File: config.mk
export PLATFORM = sky130hd
export DESIGN_NAME = spectral_peak_top_n_picker_core
export DESIGN_NICKNAME = d
export VERILOG_FILES = /design/src/design/spk_pkg.sv /design/src/design/spk_ctrl.sv /design/src/design/spk_dpath.sv /design/src/design/spectral_peak_top_n_picker_core.sv
export SDC_FILE = /design/constraint.sdc
export NUM_CORES = 1
export LEC_CHECK = 0
export ABC_AREA = 1
export BUFFER_PORTS_ARGS = -buffer_cell sky130_fd_sc_hd__buf_2
export CORE_AREA = 4 4 122 240
export CTS_BUF_LIST = sky130_fd_sc_hd__clkbuf_16
export DETAILED_ROUTE_END_ITERATION = 12
export DIE_AREA = 0 0 126 244
export PLACE_DENSITY_LB_ADDON = 0.1
export SYNTH_ARGS = -nofsm -noshare
export SYNTH_HDL_FRONTEND = slang
export SYNTH_HIERARCHICAL = 1
export SYNTH_SLANG_ARGS = --single-unit
File: constraint.sdc
create_clock -name clk -period 3.22 [get_ports clk]
set_clock_uncertainty 0.1 [all_clocks]
set_input_delay 0.483 -clock clk [delete_from_list [all_inputs] [get_ports clk]]
set_output_delay 0.483 -clock clk [all_outputs]
set_load 0.005 [all_outputs]
File: src/design/spk_pkg.sv
// Shared types and constants for the spectral peak top-N picker.
package spk_pkg;

    localparam int NUM_PEAKS_DEF = 5;
    localparam int MAX_BINS_DEF  = 1024;

    localparam int BIN_W     = 10;
    localparam int LEVEL_W   = 16;
    localparam int RUN_LEN_W = 11;
    localparam int CFG_IDX_W = 1;

    localparam logic [RUN_LEN_W-1:0] RUN_LEN_MAX = '1;

    localparam logic [BIN_W-1:0] LOW_BIN_RST  = 10'd8;
    localparam logic [BIN_W-1:0] HIGH_BIN_RST = 10'd120;

    localparam logic [CFG_IDX_W-1:0] CFG_LOW_BIN  = 1'b0;
    localparam logic [CFG_IDX_W-1:0] CFG_HIGH_BIN = 1'b1;

    typedef struct packed {
        logic signed [LEVEL_W-1:0] level;
        logic                      frame_end;
    } bin_item_t;

    typedef struct packed {
        logic [BIN_W-1:0] peak_bin;
        logic             peak_valid;
        logic             last_slot;
    } slot_item_t;

    typedef struct packed {
        logic step;
        logic flush;
        logic sort_pass;
        logic sort_odd;
        logic load;
        logic last;
        logic clear;
    } dp_cmd_t;

    typedef struct packed {
        logic out_free;
    } dp_stat_t;

endpackage

File: src/design/spk_ctrl.sv
// Controller state machine: scan, final run flush, bin sort and slot emission.
module spk_ctrl #(
    parameter int NUM_PEAKS = spk_pkg::NUM_PEAKS_DEF
) (
    input  logic              clk,
    input  logic              rst_n,
    input  logic              bin_valid,
    input  logic              frame_end,
    output logic              bin_stall,
    output spk_pkg::dp_cmd_t  cmd,
    input  spk_pkg::dp_stat_t stat
);

    localparam int SLOT_W = (NUM_PEAKS > 1) ? $clog2(NUM_PEAKS) : 1;
    localparam logic [SLOT_W-1:0] SLOT_LAST = SLOT_W'(NUM_PEAKS - 1);

    typedef enum logic [1:0] {
        ST_RUN,
        ST_FLUSH,
        ST_SORT,
        ST_EMIT
    } state_t;

    state_t            state_reg;
    state_t            state_next;
    logic [SLOT_W-1:0] idx_reg;
    logic [SLOT_W-1:0] idx_next;

    always_comb
    begin
        cmd           = '0;
        cmd.step      = (state_reg == ST_RUN) && bin_valid;
        cmd.flush     = (state_reg == ST_FLUSH);
        cmd.sort_pass = (state_reg == ST_SORT);
        cmd.sort_odd  = idx_reg[0];
        cmd.load      = (state_reg == ST_EMIT) && stat.out_free;
        cmd.last      = (idx_reg == SLOT_LAST);
        cmd.clear     = cmd.load && cmd.last;
        bin_stall     = (state_reg != ST_RUN);
    end

    always_comb
    begin
        state_next = state_reg;
        idx_next   = idx_reg;
        case (state_reg)
            ST_RUN:
            begin
                if (cmd.step && frame_end)
                begin
                    state_next = ST_FLUSH;
                end
            end
            ST_FLUSH:
            begin
                state_next = ST_SORT;
                idx_next   = '0;
            end
            ST_SORT:
            begin
                if (idx_reg == SLOT_LAST)
                begin
                    state_next = ST_EMIT;
                    idx_next   = '0;
                end
                else
                begin
                    idx_next = idx_reg + 1'b1;
                end
            end
            ST_EMIT:
            begin
                if (cmd.load)
                begin
                    if (cmd.last)
                    begin
                        state_next = ST_RUN;
                        idx_next   = '0;
                    end
                    else
                    begin
                        idx_next = idx_reg + 1'b1;
                    end
                end
            end
            default:
            begin
                state_next = ST_RUN;
                idx_next   = '0;
            end
        endcase
    end

    always_ff @(posedge clk or negedge rst_n)
    begin
        if (!rst_n)
        begin
            state_reg <= ST_RUN;
            idx_reg   <= '0;
        end
        else
        begin
            state_reg <= state_next;
            idx_reg   <= idx_next;
        end
    end

endmodule

File: src/design/spk_dpath.sv
// Datapath: bin counter, run tracking, top-N list, bin sort and output register.
module spk_dpath #(
    parameter int NUM_PEAKS = spk_pkg::NUM_PEAKS_DEF,
    parameter int MAX_BINS  = spk_pkg::MAX_BINS_DEF
) (
    input  logic                              clk,
    input  logic                              rst_n,
    input  spk_pkg::dp_cmd_t                  cmd,
    output spk_pkg::dp_stat_t                 stat,
    input  spk_pkg::bin_item_t                bin_data,
    input  logic                              cfg_valid,
    input  logic [spk_pkg::CFG_IDX_W-1:0]     cfg_index,
    input  logic [spk_pkg::BIN_W-1:0]         cfg_data,
    output logic                              slot_valid,
    input  logic                              slot_stall,
    output spk_pkg::slot_item_t               slot_data
);

    localparam int BW    = spk_pkg::BIN_W;
    localparam int LW    = spk_pkg::LEVEL_W;
    localparam int RW    = spk_pkg::RUN_LEN_W;
    localparam int CW    = (MAX_BINS > 1) ? $clog2(MAX_BINS) : 1;
    localparam int KW    = (CW > BW) ? CW : BW;
    localparam int PW    = ((CW > RW) ? CW : RW) + 1;
    localparam int CNT_W = $clog2(NUM_PEAKS + 1);
    localparam logic [CW-1:0]    CNT_LAST = CW'(MAX_BINS - 1);
    localparam logic [CNT_W-1:0] CNT_FULL = CNT_W'(NUM_PEAKS);

    logic [BW-1:0]          low_bin_reg;
    logic [BW-1:0]          low_bin_next;
    logic [BW-1:0]          high_bin_reg;
    logic [BW-1:0]          high_bin_next;
    logic [CW-1:0]          bin_cnt_reg;
    logic [CW-1:0]          bin_cnt_next;
    logic signed [LW-1:0]   prev_reg;
    logic signed [LW-1:0]   prev_next;
    logic                   run_act_reg;
    logic                   run_act_next;
    logic [CW-1:0]          run_start_reg;
    logic [CW-1:0]          run_start_next;
    logic [RW-1:0]          run_len_reg;
    logic [RW-1:0]          run_len_next;
    logic signed [LW-1:0]   run_lvl_reg;
    logic signed [LW-1:0]   run_lvl_next;
    logic signed [LW-1:0]   best_lv_reg [NUM_PEAKS];
    logic signed [LW-1:0]   best_lv_next [NUM_PEAKS];
    logic [BW-1:0]          best_bin_reg [NUM_PEAKS];
    logic [BW-1:0]          best_bin_next [NUM_PEAKS];
    logic [CNT_W-1:0]       best_cnt_reg;
    logic [CNT_W-1:0]       best_cnt_next;
    logic                   out_valid_reg;
    logic                   out_valid_next;
    spk_pkg::slot_item_t    out_reg;
    spk_pkg::slot_item_t    out_next;

    logic signed [LW-1:0]   lev;
    logic [KW-1:0]          b_ext;
    logic                   below_high;
    logic                   at_low;
    logic                   above_low;
    logic                   close_run;
    logic [PW-1:0]          pos_sum;
    logic [BW-1:0]          pos_bin;
    logic [NUM_PEAKS-1:0]   lt;
    logic [NUM_PEAKS-1:0]   lt_prev;
    logic [NUM_PEAKS-1:0]   slot_used;

    assign lev        = bin_data.level;
    assign b_ext      = KW'(bin_cnt_reg);
    assign below_high = b_ext < KW'(high_bin_reg);
    assign at_low     = b_ext == KW'(low_bin_reg);
    assign above_low  = b_ext >= KW'(low_bin_reg);
    assign pos_sum    = PW'(run_start_reg) + PW'(run_len_reg >> 1);
    assign pos_bin    = pos_sum[BW-1:0];

    always_comb
    begin
        low_bin_next  = low_bin_reg;
        high_bin_next = high_bin_reg;
        if (cfg_valid)
        begin
            case (cfg_index)
                spk_pkg::CFG_LOW_BIN:  low_bin_next  = cfg_data;
                spk_pkg::CFG_HIGH_BIN: high_bin_next = cfg_data;
                default:               low_bin_next  = low_bin_reg;
            endcase
        end
    end

    always_comb
    begin
        bin_cnt_next   = bin_cnt_reg;
        prev_next      = prev_reg;
        run_act_next   = run_act_reg;
        run_start_next = run_start_reg;
        run_len_next   = run_len_reg;
        run_lvl_next   = run_lvl_reg;
        close_run      = 1'b0;
        if (cmd.clear)
        begin
            bin_cnt_next   = '0;
            prev_next      = '0;
            run_act_next   = 1'b0;
            run_start_next = '0;
            run_len_next   = '0;
            run_lvl_next   = '0;
        end
        else if (cmd.step)
        begin
            if (run_act_reg)
            begin
                if (lev == run_lvl_reg && below_high)
                begin
                    if (run_len_reg != spk_pkg::RUN_LEN_MAX)
                    begin
                        run_len_next = run_len_reg + 1'b1;
                    end
                end
                else if (lev > run_lvl_reg)
                begin
                    run_act_next = 1'b0;
                end
                else
                begin
                    close_run    = 1'b1;
                    run_act_next = 1'b0;
                end
            end
            if (!run_act_next && above_low && below_high && (at_low || lev > prev_reg))
            begin
                run_act_next   = 1'b1;
                run_start_next = bin_cnt_reg;
                run_len_next   = RW'(1);
                run_lvl_next   = lev;
            end
            prev_next    = lev;
            bin_cnt_next = (bin_cnt_reg == CNT_LAST) ? '0 : bin_cnt_reg + 1'b1;
        end
        else if (cmd.flush)
        begin
            close_run    = run_act_reg;
            run_act_next = 1'b0;
        end
    end

    always_comb
    begin
        for (int j = 0; j < NUM_PEAKS; j++)
        begin
            lt[j]        = best_lv_reg[j] < run_lvl_reg;
            slot_used[j] = CNT_W'(j) < best_cnt_reg;
        end
        lt_prev = lt << 1;
    end

    always_comb
    begin
        best_lv_next  = best_lv_reg;
        best_bin_next = best_bin_reg;
        best_cnt_next = best_cnt_reg;
        if (cmd.clear)
        begin
            for (int j = 0; j < NUM_PEAKS; j++)
            begin
                best_lv_next[j]  = '0;
                best_bin_next[j] = '0;
            end
            best_cnt_next = '0;
        end
        else if (close_run)
        begin
            if (lt[0])
            begin
                best_lv_next[0]  = run_lvl_reg;
                best_bin_next[0] = pos_bin;
            end
            for (int j = 1; j < NUM_PEAKS; j++)
            begin
                if (lt[j])
                begin
                    if (lt_prev[j])
                    begin
                        best_lv_next[j]  = best_lv_reg[j-1];
                        best_bin_next[j] = best_bin_reg[j-1];
                    end
                    else
                    begin
                        best_lv_next[j]  = run_lvl_reg;
                        best_bin_next[j] = pos_bin;
                    end
                end
            end
            if (lt[NUM_PEAKS-1] && best_cnt_reg != CNT_FULL)
            begin
                best_cnt_next = best_cnt_reg + 1'b1;
            end
        end
        else if (cmd.sort_pass)
        begin
            for (int j = 0; j < NUM_PEAKS - 1; j++)
            begin
                if ((j % 2 == 1) == cmd.sort_odd && slot_used[j+1] &&
                    best_bin_reg[j] > best_bin_reg[j+1])
                begin
                    best_bin_next[j]   = best_bin_reg[j+1];
                    best_bin_next[j+1] = best_bin_reg[j];
                end
            end
        end
        else if (cmd.load)
        begin
            for (int j = 0; j < NUM_PEAKS - 1; j++)
            begin
                best_bin_next[j] = best_bin_reg[j+1];
            end
            best_bin_next[NUM_PEAKS-1] = '0;
            if (best_cnt_reg != '0)
            begin
                best_cnt_next = best_cnt_reg - 1'b1;
            end
        end
    end

    always_comb
    begin
        out_next       = out_reg;
        out_valid_next = out_valid_reg && slot_stall;
        if (cmd.load)
        begin
            out_valid_next      = 1'b1;
            out_next.peak_valid = (best_cnt_reg != '0);
            out_next.peak_bin   = (best_cnt_reg != '0) ? best_bin_reg[0] : '0;
            out_next.last_slot  = cmd.last;
        end
    end

    assign stat.out_free = !out_valid_reg || !slot_stall;
    assign slot_valid    = out_valid_reg;
    assign slot_data     = out_reg;

    always_ff @(posedge clk or negedge rst_n)
    begin
        if (!rst_n)
        begin
            low_bin_reg   <= spk_pkg::LOW_BIN_RST;
            high_bin_reg  <= spk_pkg::HIGH_BIN_RST;
            bin_cnt_reg   <= '0;
            prev_reg      <= '0;
            run_act_reg   <= 1'b0;
            run_start_reg <= '0;
            run_len_reg   <= '0;
            run_lvl_reg   <= '0;
            for (int j = 0; j < NUM_PEAKS; j++)
            begin
                best_lv_reg[j]  <= '0;
                best_bin_reg[j] <= '0;
            end
            best_cnt_reg  <= '0;
            out_valid_reg <= 1'b0;
        end
        else
        begin
            low_bin_reg   <= low_bin_next;
            high_bin_reg  <= high_bin_next;
            bin_cnt_reg   <= bin_cnt_next;
            prev_reg      <= prev_next;
            run_act_reg   <= run_act_next;
            run_start_reg <= run_start_next;
            run_len_reg   <= run_len_next;
            run_lvl_reg   <= run_lvl_next;
            best_lv_reg   <= best_lv_next;
            best_bin_reg  <= best_bin_next;
            best_cnt_reg  <= best_cnt_next;
            out_valid_reg <= out_valid_next;
        end
    end

    always_ff @(posedge clk)
    begin
        out_reg <= out_next;
    end

endmodule

File: src/design/spectral_peak_top_n_picker_core.sv
// Top level of the spectral peak top-N picker: controller plus datapath.
//
//  channel  direction  handshake              request
//  bin      in         bin_valid / bin_stall  bin_data  (level, frame_end)
//  slot     out        slot_valid / slot_stall slot_data (peak_bin, peak_valid, last_slot)
//  cfg      in         cfg_valid / cfg_ready  cfg_index, cfg_data
//
//  A bin request without frame_end leaves bin_stall low; bins stream back to back.
//  A frame_end request holds bin_stall high through three phases: a flush state
//  to close the open run, NUM_PEAKS odd-even sort passes over the list,
//  then NUM_PEAKS slot requests through the output register, paced by slot_stall.
//  rst_n clears all but slot_data asynchronously; low_bin, high_bin return to 8 and 120.
module spectral_peak_top_n_picker_core #(
    parameter int NUM_PEAKS = spk_pkg::NUM_PEAKS_DEF,
    parameter int MAX_BINS  = spk_pkg::MAX_BINS_DEF
) (
    input  logic                          clk,
    input  logic                          rst_n,
    input  logic                          bin_valid,
    output logic                          bin_stall,
    input  spk_pkg::bin_item_t            bin_data,
    output logic                          slot_valid,
    input  logic                          slot_stall,
    output spk_pkg::slot_item_t           slot_data,
    input  logic                          cfg_valid,
    output logic                          cfg_ready,
    input  logic [spk_pkg::CFG_IDX_W-1:0] cfg_index,
    input  logic [spk_pkg::BIN_W-1:0]     cfg_data
);

    spk_pkg::dp_cmd_t  cmd;
    spk_pkg::dp_stat_t stat;

    assign cfg_ready = 1'b1;

    spk_ctrl #(
        .NUM_PEAKS (NUM_PEAKS)
    ) u_ctrl (
        .clk       (clk),
        .rst_n     (rst_n),
        .bin_valid (bin_valid),
        .frame_end (bin_data.frame_end),
        .bin_stall (bin_stall),
        .cmd       (cmd),
        .stat      (stat)
    );

    spk_dpath #(
        .NUM_PEAKS (NUM_PEAKS),
        .MAX_BINS  (MAX_BINS)
    ) u_dpath (
        .clk        (clk),
        .rst_n      (rst_n),
        .cmd        (cmd),
        .stat       (stat),
        .bin_data   (bin_data),
        .cfg_valid  (cfg_valid && cfg_ready),
        .cfg_index  (cfg_index),
        .cfg_data   (cfg_data),
        .slot_valid (slot_valid),
        .slot_stall (slot_stall),
        .slot_data  (slot_data)
    );

endmodule
==> results of run 1 <==
[worst register-to-register path, stage by stage, from the launching register on]
cell        delay (ps)
dfrtp_2            430
clkinvlp_4         170
ha_1               350
nand2_1             80
inv_1               40
o21ai_0            160
nand2_1            150
a21oi_2            190
nand2_1            170
nand2_2            130
buf_4              170
nand3_1             80
nand2_1             70
nand4_1            380
nand2_1            200
nor2_1              60
nand2_1             80
nand2_1             40
[timing repair]
action | 4_1_cts | 5_1_grt
setup buffers | 0 | 17
setup endpoints to repair | 0 | 150
hold buffers | 1 | 0
gates resized for setup | 0 | 29
hold endpoints to repair | 91 | 0
[final cells by class]
cell class / instances / area (um2)
repair buffers: 151 / 1200
well taps: 352 / 440
fillers: 2363 / 8180
multi-input cells: 1674 / 9730
clock buffers: 23 / 576
clock inverters: 19 / 194
inverters: 334 / 1270
flip-flops and latches: 235 / 5950
[kinds of logic (layout without fill, tap and decap cells)]
kind of cell,after synthesis,in the layout,share of synthesized area
other,1,1,0.000217
DFF,235,235,0.344
xor gates and xnor gates,22,22,0.0111
buffers and inverters,423,527,0.100
and+or+nand+nor,1082,1083,0.273
adders and majority gates,189,189,0.137
AOI/OAI and AO/OA,379,379,0.135
[Yosys cell counts, types with 4 or more instances]
| library cell | instances |
|---|---|
| nor2_2 | 5 |
| nand2_1 | 697 |
| nor2_4 | 7 |
| a21oi_1 | 75 |
| nor2_1 | 133 |
| o21ai_2 | 6 |
| ha_1 | 188 |
| nand2_4 | 7 |
| nor3_1 | 11 |
| o21a_1 | 6 |
| dfstp_2 | 5 |
| buf_6 | 8 |
| dfrtp_1 | 218 |
| o21ai_0 | 98 |
| inv_1 | 319 |
| o21ai_1 | 46 |
| clkbuf_1 | 37 |
| a22oi_1 | 10 |
| nand2_2 | 9 |
| nand3_2 | 9 |
| nand4_1 | 75 |
| nand3_1 | 117 |
| o22ai_2 | 10 |
| xnor2_1 | 4 |
| o31ai_1 | 15 |
| buf_2 | 28 |
| edfxtp_1 | 12 |
| a211oi_1 | 6 |
| buf_4 | 14 |
| inv_2 | 12 |
| o211ai_1 | 64 |
| o22ai_1 | 30 |
| xor2_1 | 18 |
[report_power, final]
part | internal [uW] | leakage, uW | switching, uW
combinational | 5030 | 0.00707 | 9900
clock | 1570 | 0.000377 | 1300
sequential | 4160 | 0.00287 | 1020
total | 10800 | 0.0103 | 12200
[layout by cell type, fill, tap and decap left out, drive strengths merged, types with 5 or more instances in the layout]
cell type    n
a22oi       10
dfrtp      218
o21a         6
dfstp        5
nand2      714
ha         188
nor3        11
o31ai       15
nand4       77
inv        332
xor2        18
o21ai      151
o22ai       40
o211ai      64
clkinvlp     8
clkinv      10
a21oi       75
buf        150
nand3      127
a211oi       7
nor2       149
edfxtp      12
clkbuf      23
[worst max path at each step]
| stage | slack [ps] | start | endpoint | depth (start not counted) |
|---|---|---|---|---|
| 2_1_floorplan | 750 | u_dpath/run_lvl_reg[7] | u_dpath/best_lv_reg[69] | 15 |
| 3_3_place_gp | 150 | u_dpath/run_lvl_reg[7] | u_dpath/run_len_reg[8] | 17 |
| 3_5_place_dp | 120 | u_dpath/run_lvl_reg[7] | u_dpath/run_len_reg[10] | 17 |
| 4_1_cts | 80 | u_dpath/run_lvl_reg[7] | u_dpath/best_lv_reg[64] | 14 |
| 5_1_grt | -150 | u_dpath/run_lvl_reg[13] | u_dpath/best_bin_reg[1] | 17 |
| 6_report | 60 | u_dpath/run_lvl_reg[13] | u_dpath/best_bin_reg[1] | 17 |
[routing by layer]
layer / up-vias / GRT usage
met2: 736 / 0.673
li1: 7847 / -
met3: 333 / 0.0553
met1: 7763 / 0.379
met4: 0 / 0.319
met5: - / 0
[through the flow]
step / setup WS, ps / TNS (ps) / hold WS, ps / std cells / util
2_1_floorplan: 747 / 0 / 87.4 / 2331 / -
3_3_place_gp: 154 / 0 / 369 / 2727 / 0.664
3_5_place_dp: 122 / 0 / 373 / 2727 / 0.664
4_1_cts: 82.7 / 0 / 52.7 / 2770 / 0.693
5_1_grt: -149 / -572 / 79.5 / 2788 / 0.703
6_report: 59.5 / 0 / 74.4 / 2788 / 0.703
==> results.md, run 1 <==
* Leak at 0.0103 uW
* Slowest cell on the critical path: dfrtp_2
* Worst reg-to-reg setup slack at 60 ps
* Initial antenna violation count at 1
* Synthesized area per cell at 7.43 um2
* Critical Path Max Stage Delay at 430 ps
* FP Rows at 86
* IO Pins at 48
* Largest net degree at the start of global routing at 100
* Min-Delay Path Depth at 3
* Final-report hold violation count at 0
* Pwr dens at 1190 nW/um2
* DP HPWL at 44.0 mm
* Fmax at 0.316 GHz
* Detailed Routing Iterations Pass 1 at 7
* Met3 wire len at 3.53 mm
* Number of synthesized flops with an enable pin at 12
* Max_cap viols at 0
* Final setup viols at 0
* Synth area leader: dfrtp_1
* Min-delay worst type: input port to register
* Commonest register cell after synthesis: dfrtp_1
* Cell area after layout at 19400 um2
* Crit path top cell by count: nand2_1
* Residual DRC count at 0
* Number of global-route vias before repair at 16669
* WL per Instance at 21.1 um
* GRT Total Usage at 0.378
* Reg clk slew, reported paths at 70 ps
* Die Area at 30700 um2
* Worst Setup End Kind: register
* Ys Warns at 6
* Syn-to-layout area delta at 11.9%
* Cell count after synthesis at 2331
* Final Critical Period at 3160 ps
* Final-report max-slew violation count at 0
* Setup Crit Path Kind: register to register
* Number of buffers and inverters on the critical path at 3
* CTS root buf: clkbuf_16
* Status: finished clean
* Synth unique cells at 54
* Final net count at 2641
* Die width at 126 um
* Clock buffer count from CTS at 23
* Die Y-Extent at 244 um
* Drt initial violations at 1070
* Clock Path Buffers at 3
* Number of diodes at 0
* Startpoint types: register
* Routability-driven placement congestion ratio at 1.02
* Worst skew pair latency at 550 ps
* FF-to-FF path depth at 17
* Routed via count at 16679
* Post-Route WL at 58.9 mm
* Max VDD drop at 0.000786 V
* Cell Area, Placed at 18300 um2
* Unrepaired setup endpoints after global routing: true
* Worst Tran Pin Value at 775 ps
* CP Max Fanout at 10
* Critical path data arrival time at 3490 ps
* CTS sink count at 235
* Number of buffers added on ports at 46
* Largest register FFs at 80
* Worst EP required at 3550 ps
* Grt total ovfl at 0
* H-tree depth at 1
* Initial Util at 0.628
* Critical R2R Capture: u_dpath/best_bin_reg[1]
* First-pass GRT wire length at 90.8 mm
* Highest metal used: met4
* Synth top area share at 0.315
* CTS tree: yes
* Metal1 wirelength at 18.8 mm
* Register area share after synthesis at 0.344
* Yosys reg bits at 235
* Hold Path End: u_dpath/low_bin_reg[3]
* R2r startpoint: u_dpath/run_lvl_reg[13]
* Asr flop ratio synth at 0.949
* CP cell instances: clkinvlp_4, ha_1, nand2_1, inv_1, o21ai_0, nand2_1, a21oi_2, nand2_1, nand2_2, buf_4, nand3_1, nand2_1, nand4_1, nand2_1, nor2_1, nand2_1, nand2_1
* Design Power at 23000 uW
* Routed vias/inst at 5.98
* Core area at 27500 um2
* Post-synth net total at 2553
* CP top delay family: simple AND/OR/NAND/NOR gates
* Hold wc startpoint: cfg_data[3]
* Fraction of layout cells with a size suffix above 1 at 0.119
* Period utilization at 0.982
* Cell Area, Synth at 17300 um2
* Dominant cells by area after synthesis: dfrtp_1 (32%), nand2_1 (15%), ha_1 (14%), inv_1 (6.9%), nand3_1 (3.4%)
* WL met2 at 29.7 mm
* Worst relative slew slack at 0.484
* Antenna viol nets, final at 0
(Power assumes the default switching activity.)
==> run 2, diff against run 1 <==
--- a/config.mk
+++ b/config.mk
@@ -7,11 +7,12 @@
 export LEC_CHECK = 0
 export ABC_AREA = 1
 export BUFFER_PORTS_ARGS = -buffer_cell sky130_fd_sc_hd__buf_2
-export CORE_AREA = 4 4 122 240
+export CORE_AREA = 4 4 162 180
 export CTS_BUF_LIST = sky130_fd_sc_hd__clkbuf_16
 export DETAILED_ROUTE_END_ITERATION = 12
-export DIE_AREA = 0 0 126 244
+export DIE_AREA = 0 0 166 184
 export PLACE_DENSITY_LB_ADDON = 0.1
+export SETUP_SLACK_MARGIN = 0.1
 export SYNTH_ARGS = -nofsm -noshare
 export SYNTH_HDL_FRONTEND = slang
 export SYNTH_HIERARCHICAL = 1
==> run 2 against run 1 <==
Against the previous run:
- die area is 0.65% lower
- non-clock buffer count is 21 lower
- register-to-register slack better by 140 ps
- routed wire length is 18% lower
- power is 4.0% lower
- worst setup slack better by 140 ps
- combinational power is 6% lower
- clock power hardly changed
- largest power group unchanged
- design area hardly changed
- critical path depth stayed put
- flip-flop and latch count stayed put
- core utilization is 0.24 points higher
==> results.md, run 2 (synthesis gave the netlist of run 1 again) <==
* Status: finished clean (unchanged)
* GRT Total Usage at 0.303 (was 0.378)
* Pwr dens at 1140 nW/um2 (was 1190 nW/um2)
* Die width at 166 um (was 126 um)
* DP HPWL at 35.0 mm (was 44.0 mm)
* Routed via count at 16180 (was 16679)
* Core area at 27500 um2 (about the same)
* Fin Setup TNS at 0 ps (unchanged)
* Final setup viols at 0 (unchanged)
* Worst reg-to-reg setup slack at 200 ps (was 60 ps)
* Die Area at 30500 um2 (was 30700 um2)
* FP Rows at 64 (was 86)
* Number of global-route vias before repair at 15470 (was 16669)
* Crit. Startpoint: u_dpath/run_lvl_reg[15] (was u_dpath/run_lvl_reg[13])
* Antenna viol nets, final at 0 (unchanged)
* Final Critical Period at 3020 ps (was 3160 ps)
* Routed vias/inst at 5.80 (was 5.98)
* Largest register FFs at 80 (unchanged)
* Multi-input gate area at 9860 um2 (was 9730 um2)
* Initial antenna violation count at 1 (unchanged)
* Critical path data arrival time at 3370 ps (was 3490 ps)
* Syn-to-layout area delta at 11.9% (about the same)
* Unrepaired setup endpoints after global routing: false (was true)
* Residual DRC count at 0 (unchanged)
* CP Max Fanout at 7 (was 10)
* Die Y-Extent at 184 um (was 244 um)
* Largest net degree at the start of global routing at 84 (was 100)
* CTS root buf: clkbuf_16 (unchanged)
* Worst skew pair latency at 560 ps (was 550 ps)
* Leak at 0.0103 uW (about the same)
* Worst relative slew slack at 0.501 (was 0.484)
* Startpoint types: register (unchanged)
* Clock buffer count from CTS at 27 (was 23)
* Clock Path Buffers at 3 (unchanged)
* Reg clk slew, reported paths at 60 ps (was 70 ps)
* Number of diodes at 0 (unchanged)
* Max VDD drop at 0.000644 V (was 0.000786 V)
* Fraction of layout cells with a size suffix above 1 at 0.113 (was 0.119)
* Period utilization at 0.938 (was 0.982)
* Fin util at 0.705 (was 0.703)
* Register area at 5950 um2 (unchanged)
* WL per Instance at 17.3 um (was 21.1 um)
* Worst Tran Pin Value at 747 ps (was 775 ps)
* Setup Crit Path Kind: register to register (unchanged)
* Min-delay worst type: input port to register (unchanged)
* Routability-driven placement congestion ratio at 0.927 (was 1.02)
* Final-report hold violation count at 0 (unchanged)
* CTS sink count at 235 (unchanged)
* H-tree depth at 1 (unchanged)
* First-pass GRT wire length at 77.5 mm (was 90.8 mm)
* Drt initial violations at 1466 (was 1070)
* Fillers at 2243 (was 2363)
* Worst EP required at 3570 ps (was 3550 ps)
* Worst Setup End Kind: register (unchanged)
* Grt total ovfl at 0 (unchanged)
* Final net count at 2630 (was 2641)
* R2r startpoint: u_dpath/run_lvl_reg[15] (was u_dpath/run_lvl_reg[13])
* Hold wc startpoint: cfg_data[6] (was cfg_data[3])
* CTS tree: yes (unchanged)
* Final-report max-slew violation count at 0 (unchanged)
* Max_cap viols at 0 (unchanged)
* Detailed Routing Iterations Pass 1 at 6 (was 7)
* Commonest non-fill, non-tap cell in the layout: nand2_1 (unchanged)
* Fmax at 0.331 GHz (was 0.316 GHz)
* Number of buffers added on ports at 46 (unchanged)
* Post-Route WL at 48.4 mm (was 58.9 mm)
* Commonest non-fill, non-tap cells in the layout: nand2_1 (688), inv_1 (328), dfrtp_1 (214) (was nand2_1 (692), inv_1 (313), dfrtp_1 (214))
* IO Pins at 48 (unchanged)
* Initial Util at 0.630 (was 0.628)
[run 2: final timing paths]
check / endpoint / cells after the start
setup / recovery: u_dpath/best_bin_reg[36] / 17
hold / removal: u_dpath/high_bin_reg[6] / 3
setup reg to reg: u_dpath/best_bin_reg[36] / 17
hold reg to reg: u_dpath/high_bin_reg[1] / 2
max in group asynchronous: u_dpath/run_lvl_reg[15] / 3
min in group asynchronous: u_dpath/best_lv_reg[6] / 2
[run 2: layer usage]
metal	wire length [um]	vias to the layer above	global-route usage
met4	1410	2	0.0917
met5	12	-	0
met2	23100	638	0.511
li1	-	7853	-
met1	20400	7583	0.411
met3	3550	104	0.0400
[run 2: what timing repair did]
action / 4_1_cts / 5_1_grt
resized for setup: 1 / 44
endpoints found under the setup margin: 16 / 159
buffers inserted: 0 / 21
hold buffers: 1 / 0
endpoints found under the hold margin: 72 / 0
pin swaps: 0 / 18
gates cloned: 0 / 9
[run 2: where the power goes]
part / internal (uW) / total (uW) / switching, uW
Clock: 1570 / 2850 / 1270
Combinational: 4910 / 14000 / 9060
Sequential: 4170 / 5230 / 1070
Total: 10700 / 22100 / 11400
[run 2: worst max-delay path: stages, from the launching register on]
cell,delay (ps)
dfrtp_2,430
clkinvlp_4,170
buf_4,190
ha_4,270
nand2_1,70
nor2_2,130
nand2_2,90
nor2_4,150
nand4_4,150
nand2_2,160
nand2_8,100
nand2_8,140
buf_4,180
nand3_2,150
nor2_4,210
nor2_4,90
nand2_1,60
nand2_1,50
[run 2: cell type report]
cell class | count | share of cell area
clock inverters | 22 | 0.00581
repair buffers | 130 | 0.0534
flip-flops and latches | 235 | 0.307
clock buffers | 28 | 0.0362
multi-input cells | 1680 | 0.509
well taps | 363 | 0.0234
inverters | 334 | 0.0649
[run 2: through the flow]
stage / total power [uW] / instance area (um2) / worst slack (ps) / std cells / hold slack (ps)
6_report: 22100 / 19400 / 200 / 2792 / 66.4
4_1_cts: 21000 / 18900 / 133 / 2762 / 50.3
5_1_grt: 24100 / 19400 / 55.7 / 2792 / 76.5
3_5_place_dp: 18000 / 18100 / -3.57 / 2711 / 374
3_3_place_gp: 17600 / 18100 / 74.9 / 2711 / 368
2_1_floorplan: 14600 / 17300 / 747 / 2331 / 87.4
